## src/rtl/ctsc_pkg.sv

```systemverilog
// Package for the clock time-set controller: mode codes, limits and BCD step helpers.
package ctsc_pkg;

  typedef enum logic [1:0] {
    MODE_HOUR    = 2'd0,
    MODE_MINUTE  = 2'd1,
    MODE_WEEKDAY = 2'd2
  } mode_t;

  localparam logic       OP_START    = 1'b0;
  localparam logic       OP_UPDATE   = 1'b1;
  localparam logic [7:0] HOUR_TOP    = 8'h23;
  localparam logic [7:0] MINUTE_TOP  = 8'h59;
  localparam logic [2:0] DAY_FIRST   = 3'd1;
  localparam logic [2:0] DAY_LAST    = 3'd7;
  localparam logic [3:0] BLINK_HOUR  = 4'b0011;
  localparam logic [3:0] BLINK_MIN   = 4'b1100;
  localparam logic [3:0] BLINK_NONE  = 4'b0000;
  localparam logic [3:0] DIGIT_NINE  = 4'd9;
  localparam logic [3:0] DIGIT_ZERO  = 4'd0;

  localparam int unsigned IN_DATA_W  = 24;
  localparam int unsigned OUT_DATA_W = 32;

  // Step a two-digit BCD value up by one. A low digit above nine keeps
  // counting as a five-bit value that is merged into the high digit field.
  function automatic logic [7:0] bcd_up(input logic [7:0] v);
    logic [4:0] lo;
    logic [3:0] hi;
    hi = v[7:4];
    if (v[3:0] == DIGIT_NINE) begin
      lo = 5'd0;
      hi = hi + 4'd1;
    end else begin
      lo = {1'b0, v[3:0]} + 5'd1;
    end
    return {hi, 4'b0000} | {3'b000, lo};
  endfunction

  // Step a two-digit BCD value down by one with a borrow from the high digit.
  function automatic logic [7:0] bcd_down(input logic [7:0] v);
    logic [3:0] lo;
    logic [3:0] hi;
    hi = v[7:4];
    if (v[3:0] == DIGIT_ZERO) begin
      lo = DIGIT_NINE;
      hi = hi - 4'd1;
    end else begin
      lo = v[3:0] - 4'd1;
    end
    return {hi, lo};
  endfunction

  function automatic logic [7:0] wrap_up(input logic [7:0] v, input logic [7:0] top);
    return (v < top) ? bcd_up(v) : 8'h00;
  endfunction

  function automatic logic [7:0] wrap_down(input logic [7:0] v, input logic [7:0] top);
    return (v != 8'h00) ? bcd_down(v) : top;
  endfunction

endpackage

```

## src/rtl/clock_time_set_controller_top.sv

```systemverilog
// Top level of the clock time-set controller: mode sequencer, BCD steppers and result register.
//
// The controller walks a user through setting a clock in three modes: hour, minute and weekday.
// A start item (tuser op = 0) loads the BCD hour, BCD minute and weekday and selects hour mode.
// An update item (op = 1) carries short-press flags taken in priority up, down, set: up and down
// step the field being edited with wrap (hour 00..23, minute 00..59, weekday 1..7), set advances
// to the next mode, and set in weekday mode raises commit while the mode stays weekday. Each
// accepted item yields exactly one result item in the next cycle, with the mode, the values, the
// tube and day-lamp blink masks and a copy of the alarm flags. The block takes one item every
// clock cycle: all of the step logic sits between the input port and the state and result
// registers, and the single result register is refilled in the same cycle that its item is
// taken downstream, so throughput is only limited by back-pressure on the result side.
module clock_time_set_controller_top (
  input  logic                               clk,
  input  logic                               rst,
  input  logic                               s_axis_tvalid,
  output logic                               s_axis_tready,
  // tdata, low bit up: load_hour_bcd[5:0], load_minute_bcd[12:6], load_weekday[15:13],
  // press_up[16], press_down[17], press_set[18], alarm_active[22:19], zero[23]
  input  logic [ctsc_pkg::IN_DATA_W-1:0]     s_axis_tdata,
  // tuser: op[0]
  input  logic                               s_axis_tuser,
  output logic                               m_axis_tvalid,
  input  logic                               m_axis_tready,
  // tdata, low bit up: hour_bcd[5:0], minute_bcd[12:6], weekday[15:13], digit_blink[19:16],
  // weekday_blink[20], alarm_lamps[24:21], commit[25], zero[31:26]
  output logic [ctsc_pkg::OUT_DATA_W-1:0]    m_axis_tdata,
  // tuser: mode[1:0]
  output logic [1:0]                         m_axis_tuser
);
  import ctsc_pkg::*;

  // Input fields.
  logic       op;
  logic [5:0] load_hour_bcd;
  logic [6:0] load_minute_bcd;
  logic [2:0] load_weekday;
  logic       press_up;
  logic       press_down;
  logic       press_set;
  logic [3:0] alarm_active;

  assign op              = s_axis_tuser;
  assign load_hour_bcd   = s_axis_tdata[5:0];
  assign load_minute_bcd = s_axis_tdata[12:6];
  assign load_weekday    = s_axis_tdata[15:13];
  assign press_up        = s_axis_tdata[16];
  assign press_down      = s_axis_tdata[17];
  assign press_set       = s_axis_tdata[18];
  assign alarm_active    = s_axis_tdata[22:19];

  // Edit state. Hour and minute never leave six and seven bits: an up step is only taken
  // below the top value, so the carry into the high digit stays inside the field.
  mode_t      edit_mode, edit_mode_next;
  logic [5:0] hour_value, hour_value_next;
  logic [6:0] minute_value, minute_value_next;
  logic [2:0] day_value, day_value_next;
  logic       commit_next;

  // Result register.
  logic       out_valid;
  mode_t      out_mode;
  logic [5:0] out_hour;
  logic [6:0] out_minute;
  logic [2:0] out_day;
  logic [3:0] out_digit_blink;
  logic       out_weekday_blink;
  logic [3:0] out_alarm_lamps;
  logic       out_commit;

  logic       accept;
  logic [3:0] digit_blink_next;
  logic       weekday_blink_next;
  logic [7:0] hour_up, hour_down, minute_up, minute_down;

  // The result register is free when empty or when its item leaves in this cycle.
  assign s_axis_tready = !out_valid || m_axis_tready;
  assign accept        = s_axis_tvalid && s_axis_tready;

  assign hour_up     = wrap_up({2'b00, hour_value}, HOUR_TOP);
  assign hour_down   = wrap_down({2'b00, hour_value}, HOUR_TOP);
  assign minute_up   = wrap_up({1'b0, minute_value}, MINUTE_TOP);
  assign minute_down = wrap_down({1'b0, minute_value}, MINUTE_TOP);

  // Next state: start loads, update steps the field of the current mode.
  always_comb begin
    edit_mode_next    = edit_mode;
    hour_value_next   = hour_value;
    minute_value_next = minute_value;
    day_value_next    = day_value;
    commit_next       = 1'b0;
    if (op == OP_START) begin
      edit_mode_next    = MODE_HOUR;
      hour_value_next   = load_hour_bcd;
      minute_value_next = load_minute_bcd;
      day_value_next    = load_weekday;
    end else begin
      case (edit_mode)
        MODE_HOUR: begin
          if (press_up) begin
            hour_value_next = hour_up[5:0];
          end else if (press_down) begin
            hour_value_next = hour_down[5:0];
          end else if (press_set) begin
            edit_mode_next = MODE_MINUTE;
          end
        end
        MODE_MINUTE: begin
          if (press_up) begin
            minute_value_next = minute_up[6:0];
          end else if (press_down) begin
            minute_value_next = minute_down[6:0];
          end else if (press_set) begin
            edit_mode_next = MODE_WEEKDAY;
          end
        end
        MODE_WEEKDAY: begin
          // A weekday of zero steps to Monday on up and to Sunday on down.
          if (press_up) begin
            day_value_next = (day_value >= DAY_LAST) ? DAY_FIRST : day_value + 3'd1;
          end else if (press_down) begin
            day_value_next = (day_value <= DAY_FIRST) ? DAY_LAST : day_value - 3'd1;
          end else if (press_set) begin
            commit_next = 1'b1;
          end
        end
        default: begin
          // An unused mode code falls back to hour mode and ignores the buttons.
          edit_mode_next = MODE_HOUR;
        end
      endcase
    end
  end

  // Outputs that follow from the mode after the step.
  always_comb begin
    case (edit_mode_next)
      MODE_HOUR: begin
        digit_blink_next   = BLINK_HOUR;
        weekday_blink_next = 1'b0;
      end
      MODE_MINUTE: begin
        digit_blink_next   = BLINK_MIN;
        weekday_blink_next = 1'b0;
      end
      MODE_WEEKDAY: begin
        digit_blink_next   = BLINK_NONE;
        weekday_blink_next = 1'b1;
      end
      default: begin
        digit_blink_next   = BLINK_NONE;
        weekday_blink_next = 1'b0;
      end
    endcase
  end

  always_ff @(posedge clk) begin
    if (rst) begin
      edit_mode    <= MODE_HOUR;
      hour_value   <= '0;
      minute_value <= '0;
      day_value    <= DAY_FIRST;
    end else if (accept) begin
      edit_mode    <= edit_mode_next;
      hour_value   <= hour_value_next;
      minute_value <= minute_value_next;
      day_value    <= day_value_next;
    end
  end

  always_ff @(posedge clk) begin
    if (rst) begin
      out_valid <= 1'b0;
    end else if (accept) begin
      out_valid <= 1'b1;
    end else if (m_axis_tready) begin
      out_valid <= 1'b0;
    end
  end

  always_ff @(posedge clk) begin
    if (accept) begin
      out_mode          <= edit_mode_next;
      out_hour          <= hour_value_next;
      out_minute        <= minute_value_next;
      out_day           <= day_value_next;
      out_digit_blink   <= digit_blink_next;
      out_weekday_blink <= weekday_blink_next;
      out_alarm_lamps   <= alarm_active;
      out_commit        <= commit_next;
    end
  end

  assign m_axis_tvalid = out_valid;
  assign m_axis_tuser  = out_mode;
  assign m_axis_tdata  = {6'b000000, out_commit, out_alarm_lamps, out_weekday_blink,
                          out_digit_blink, out_day, out_minute, out_hour};

  // A commit is only ever reported from weekday mode.
  assert property (@(posedge clk) disable iff (rst)
    (m_axis_tvalid && out_commit) |-> (out_mode == MODE_WEEKDAY))
    else $error("commit reported outside weekday mode");

  // A start item always produces an hour-mode result without commit in the next cycle.
  assert property (@(posedge clk) disable iff (rst)
    (accept && (op == OP_START)) |=>
      (m_axis_tvalid && (m_axis_tuser == MODE_HOUR) && !out_commit))
    else $error("start item did not produce an hour-mode result");

  // Day-lamp blink agrees with the reported mode, and the tube blink mask is the hour mask in hour mode.
  assert property (@(posedge clk) disable iff (rst)
    m_axis_tvalid |-> ((out_weekday_blink == (out_mode == MODE_WEEKDAY)) &&
                       ((out_mode != MODE_HOUR) || (out_digit_blink == BLINK_HOUR))))
    else $error("blink masks disagree with mode");

  // An item that is not a start leaves the loaded values untouched unless up or down is pressed.
  assert property (@(posedge clk) disable iff (rst)
    (accept && (op == OP_UPDATE) && !press_up && !press_down) |=>
      ((hour_value == $past(hour_value)) && (minute_value == $past(minute_value)) &&
       (day_value == $past(day_value))))
    else $error("values changed without an up or down press");

endmodule
```

## config.mk

```make
export PLATFORM = sky130hd
export DESIGN_NAME = clock_time_set_controller_top
export DESIGN_NICKNAME = d
export VERILOG_FILES = /design/src/rtl/ctsc_pkg.sv /design/src/rtl/clock_time_set_controller_top.sv
export SDC_FILE = /design/constraint.sdc
export NUM_CORES = 1
export LEC_CHECK = 0
export BUFFER_PORTS_ARGS = -buffer_cell sky130_fd_sc_hd__buf_2
export CAP_MARGIN = 20
export CORE_ASPECT_RATIO = 1.4
export CORE_UTILIZATION = 40
export CTS_CLUSTER_SIZE = 16
export DETAILED_ROUTE_END_ITERATION = 8
export GPL_TIMING_DRIVEN = 0
export PLACE_DENSITY_LB_ADDON = 0.25
export SLEW_MARGIN = 20
export SYNTH_ARGS = -nofsm -noshare
export SYNTH_HDL_FRONTEND = slang
export SYNTH_SLANG_ARGS = --single-unit
```

## constraint.sdc

```tcl
create_clock -name clk -period 5 [get_ports clk]
set_input_delay 0.75 -clock clk [delete_from_list [all_inputs] [get_ports clk]]
set_output_delay 0.75 -clock clk [all_outputs]
set_load 0.01 [all_outputs]
```

=== Yosys cells after proc, flatten, opt, wreduce, memory -nomap -nowiden ===
Index checks and enable logic that the tools add are counted.

* Input port bits: 29
* Register bits after elaboration: 47
* Output and inout bits: 36

* Muxes and demuxes: 39
* Bitwise logic cells: 4
* $lt $le $gt $ge: 4
* $add $sub $neg: 10
* Equal/unequal tests: 6
* Reduce and logical (&&, ||, !) cells: 11

{| class="wikitable"
|+ Operator list
! cell !! number
|-
| 7-bit two-way mux || 6
|-
| 6-bit two-way mux || 6
|-
| 3-bit two-way mux || 8
|-
| 2-bit two-way mux || 9
|-
| 4-bit by 1-bit adder with 5-bit output (second input constant) || 2
|-
| 5-bit two-way mux || 2
|-
| 4-bit equality test (second input constant) || 2
|-
| 4-bit zero test || 2
|-
| 4-bit two-way mux || 2
|-
| 4-bit case mux with 2 select lines || 1
|-
| 4-bit by 1-bit subtractor with 4-bit output (second input constant) || 2
|-
| 7-bit less-than comparator (second input constant) || 1
|-
| 7-bit by 5-bit bitwise OR with 7-bit output || 1
|-
| 7-bit nonzero test || 1
|-
| 3-bit by 1-bit adder with 3-bit output (second input constant) || 2
|-
| 6-bit less-than comparator (second input constant) || 1
|-
| 6-bit by 5-bit bitwise OR with 6-bit output || 1
|-
| 2-bit case mux with 3 select lines || 1
|-
| 6-bit nonzero test || 1
|-
| 3-bit by 1-bit subtractor with 3-bit output (second input constant) || 2
|-
| 2-bit by 1-bit equality test with 1-bit output (second input constant) || 2
|-
| 2-bit equality test (second input constant) || 2
|-
| 2-bit zero test || 2
|-
| 1-bit two-way mux || 4
|-
| 10 further kinds || 11
|}

=== Longest topological paths before layout ===
* Depth in word-level cells: 7
* Gate-level depth with buffers: 9
* Depth with buffers taken out: 7

=== Least setup slack after synthesis ===
No wires, ideal clock.

* Kind: input to register
* Start point: in m_axis_tready
* End point: reg minute_value[0]
* Library setup time: 0.074 ns
* Stages on the path: 6
* Path slack: 2.305 ns
* Arrival: 2.621 ns
* Cells stage by stage: nand2b_1 -> nand2_1 -> inv_1 -> clkbuf_1 -> nand3_1 -> a31oi_1

* Longest elaborated chain between the ends: 2

{| class="wikitable"
|+ Ends and longest elaborated chain
! element !! RTL line !! source
|-
| start, declared || clock_time_set_controller_top.sv:24 || <nowiki>input logic m_axis_tready,</nowiki>
|-
| 1-bit logical OR || clock_time_set_controller_top.sv:77 || <nowiki>assign s_axis_tready = !out_valid || m_axis_tready;</nowiki>
|-
| 1-bit logical AND || clock_time_set_controller_top.sv:78 || <nowiki>assign accept = s_axis_tvalid && s_axis_tready;</nowiki>
|-
| named net accept || clock_time_set_controller_top.sv:71 || <nowiki>logic accept;</nowiki>
|-
| end signal, assigned || clock_time_set_controller_top.sv:166 || <nowiki>minute_value <= minute_value_next;</nowiki>
|-
| end, declared || clock_time_set_controller_top.sv:56 || <nowiki>logic [6:0] minute_value, minute_value_next;</nowiki>
|}

The timed path passes the listed nets, and every way through them passes these cells.
A chain may end at the register's enable or synchronous reset.

=== Final worst setup path ===
Same ends and word-level chain as after synthesis.

==> results.md <==
- Crit-path max cell delay: ~0.5 ns
- Slowest-stage cell, CP: clkbuf_2
- WP buf/inv: 4
- Post-route cell area: roughly 0.0037 mm2
- R2r setup slk: about 2.7 ns
- CP Depth: 8
- Ports: 65
- CP Capture Point: minute_value[0]
- I/O Buffers: 55
- Outcome: complete, no violations
- Via count: 2957
- Slew @ Worst Pin: ~0.65 ns
- Synth-to-Final Area Change: 18.9%
- CP delay by family, top: buffers and inverters
- Setup CP Type: input port to flop
- Post-synthesis register bit count: between 40 and 50
- Final critical-path required period: around 2.5 ns
- CP startpoint kind: input port
- Routing usage on met2: 40.4%
- Placement Rows: 37
- Grt ovf: 0
- Core area: about 0.0074 mm2
- Post-Syn Area: ~0.0031 mm2
- Vias in the first global route: 2825
- Setup crit end kind: flop
- First-pass GRT wire length: about 14000 um
- Drt wl/cell: between 15 and 20 um
- Met3 GRT Util: approximately 2.1%
- Commonest non-fill, non-tap cell in the layout: buf_2
- Critical-path maximum fanout: 21
- Clock Skew: between 0.009 and 0.01 ns
- Area leader, netlist: edfxtp_1
- Drt first pass iters: 4
- Final period utilization: between 40% and 50%
- Grt met1 use: around 24%
- Cell Chain, Critical Path: buf_2 > nand2b_1 > nand2_1 > inv_1 > clkbuf_2 > buf_16 > nand3_1 > a31oi_1
- Worst flop-to-flop path startpoint: minute_value[1]
- Hold crit path type: flop to flop
- HPWL Detailed: between 6000 and 7000 um
- GRT Total Usage: 21.5%
- Largest net degree at the start of global routing: 22
- Share of cells above drive strength 1: around a fifth
- # Post-CTS Setup Buffers: 0
- Pwr Density: 274 mW/mm2
- Final Power: ~1000 uW
- Final ANT Viol Nets: 0
- Sequential Area: roughly 0.0012 mm2
- Netlist cell types: 66
- CTS max path bufs: 2
- Initial Utilization: between 40% and 50%
- Post-Route Setup TNS: 0 ns
- Max-cap violation count: 0
- Post-CTS Resized: 0
- Routability Congestion: roughly 1
- Initial DRC count: around 280
- Gr busiest metal: met2
- CTS buffer count: 5
- Total leakage power: 0.00147 uW
- Fmax: about 400 MHz
- Clock-pin slew on the worst setup and hold paths: about 0.09 ns
- Most frequent cells in the layout: buf_2 (58), nor2_1 (34), edfxtp_1 (26)
- Worst VDD drop: between 0.1 and 0.15 mV
- Height of the die: between 100 and 150 um
- Die Area: 0.00804 mm2
- Dpl cell area: ~0.0035 mm2
- Largest cells by area after synthesis: edfxtp_1 (25%), dfxtp_1 (12%), ha_1 (7.3%), nor2_1 (4.2%), a21oi_1 (3.7%)
- Fin. Hold Viols: 0
- RSZ-0062 raised after global routing: false
- Area of the multi-input gates: ~0.0017 mm2
- Number of diodes: 0
- EDFF count, synth: 26
- Layout net count: 467
- Top-area cell type share of the netlist area: about a quarter
- Post-Route WL: 8440 um
- Fillers: 747
- Critical path data arrival time: between 2 and 3 ns
- CTS Hold Bufs: 0
- Cell depth of the worst flop-to-flop path: 7
- Residual DRC: 0
- Setup violators final: 0
- Sequential area share after synthesis: between 30% and 40%
- Synthesized instance count: about 350
- Antenna violations before repair: 0
- DR vias/cell: around 5.7
- CTS HTree Levels: 2
- Required time of the critical path: approximately 5.2 ns
- Clk sinks: 45
- CTS root buffer: clkbuf_8
- FF-to-FF End: minute_value[6]
- Fin Hold WS: roughly 0.53 ns
- Slew Limit Fails: 0
- CTS tree: built
- Worst slew margin: between 50% and 60%
- Die Wd: 76.1 um
- Mean Syn Cell Area: between 8 and 9 um2
- Skew-Pair Late Insertion Delay: about 0.30 ns
- Synthesis Warnings: 0
- FFs w/ async S/R, synth: 0%
- Worst setup path startpoint: m_axis_tready
- Synth Flop Type: edfxtp_1
-- power by group --
part	switching (uW)	internal [uW]
Sequential	22.5	420
Combinational	134	89.3
Clock	133	201
-- metal layers --
layer,vias up,share of wire (%)
met5,-,0
met4,0,2.7
met3,19,5.3
met2,111,52
met1,1405,40
li1,1422,-
-- cell usage after synthesis (2+ instances only) --
master     count
nor2_1        34
edfxtp_1      26
nand2_1       24
a21oi_1       23
inv_1         23
dfxtp_1       19
ha_1          18
o21ai_0       15
clkbuf_1      13
nand3_1       13
nor3_1        11
a31oi_1       10
buf_4         10
a211oi_1       7
nand2b_1       7
o21ai_1        7
o31ai_1        6
o32ai_1        6
nor2b_1        5
buf_1          4
a21o_1         3
a221oi_1       3
and3_1         3
buf_2          3
o21a_1         3
o22ai_1        3
or3_1          3
or4_1          3
xnor2_1        3
a211o_1        2
a311oi_1       2
nand3b_1       2
nor3b_1        2
o22a_1         2
o2bb2ai_1      2
o311ai_0       2
-- worst min-delay path by stage --
| stage | start | to | slack (ns) | cells past startpoint |
|---|---|---|---|---|
| 4_1_cts | m_axis_tvalid | m_axis_tvalid | 0.54 | 2 |
| 2_1_floorplan | day_value[2] | day_value[2] | 0.50 | 2 |
| 5_1_grt | day_value[2] | day_value[2] | 0.58 | 2 |
| 6_report | m_axis_tvalid | m_axis_tvalid | 0.53 | 2 |
| 3_5_place_dp | m_axis_tvalid | m_axis_tvalid | 0.53 | 2 |
| 3_3_place_gp | m_axis_tvalid | m_axis_tvalid | 0.51 | 2 |
-- through the flow --
step	worst slack [ns]	cells	util [%]
2_1_floorplan	2.30	357	-
3_3_place_gp	1.40	509	47.1
3_5_place_dp	2.21	510	47.5
4_1_cts	2.53	518	49.3
5_1_grt	2.38	518	49.3
6_report	2.51	518	49.3
-- logic make-up (layout without fill, tap and decap cells) --
logic type	after synthesis	in the layout	synth area share (%)
xor gates and xnor gates	4	4	1.14
adders and majority gates	18	18	7.33
and+or+nand+nor	116	116	18.9
DFF	45	45	37.8
buffers and inverters	55	119	8.31
muxes	2	2	0.692
AOI/OAI and AO/OA	111	111	25.7
other	1	6	0.122
-- flip-flops by register name, summed over array words and instances, names as in the netlist --
| name | cells |
|---|---|
| edit_mode | 2 |
| out_digit_blink | 2 |
| day_value | 3 |
| out_day | 3 |
| out_hour | 6 |
| out_weekday_blink | 1 |
| m_axis_tuser | 2 |
| m_axis_tvalid | 1 |
| minute_value | 7 |
| out_commit | 1 |
| out_minute | 7 |
| hour_value | 6 |
| out_alarm_lamps | 4 |
-- final cells by class --
| class | count | area share [%] |
|---|---|---|
| inverters | 24 | 2.47 |
| flip-flops and latches | 45 | 31.8 |
| clock buffers | 5 | 1.88 |
| well taps | 97 | 3.32 |
| clock inverters | 3 | 1.88 |
| plain buffers | 31 | 4.55 |
| repair buffers | 56 | 8.29 |
| multi-input cells | 257 | 45.8 |
-- worst min-delay path, cell delays in order, from the launching register on --
cell and delay (ns):
dfxtp_1 0.32, nand2b_1 0.10, a21oi_1 0.07
Note: power is estimated with default switching activity, not from simulation.
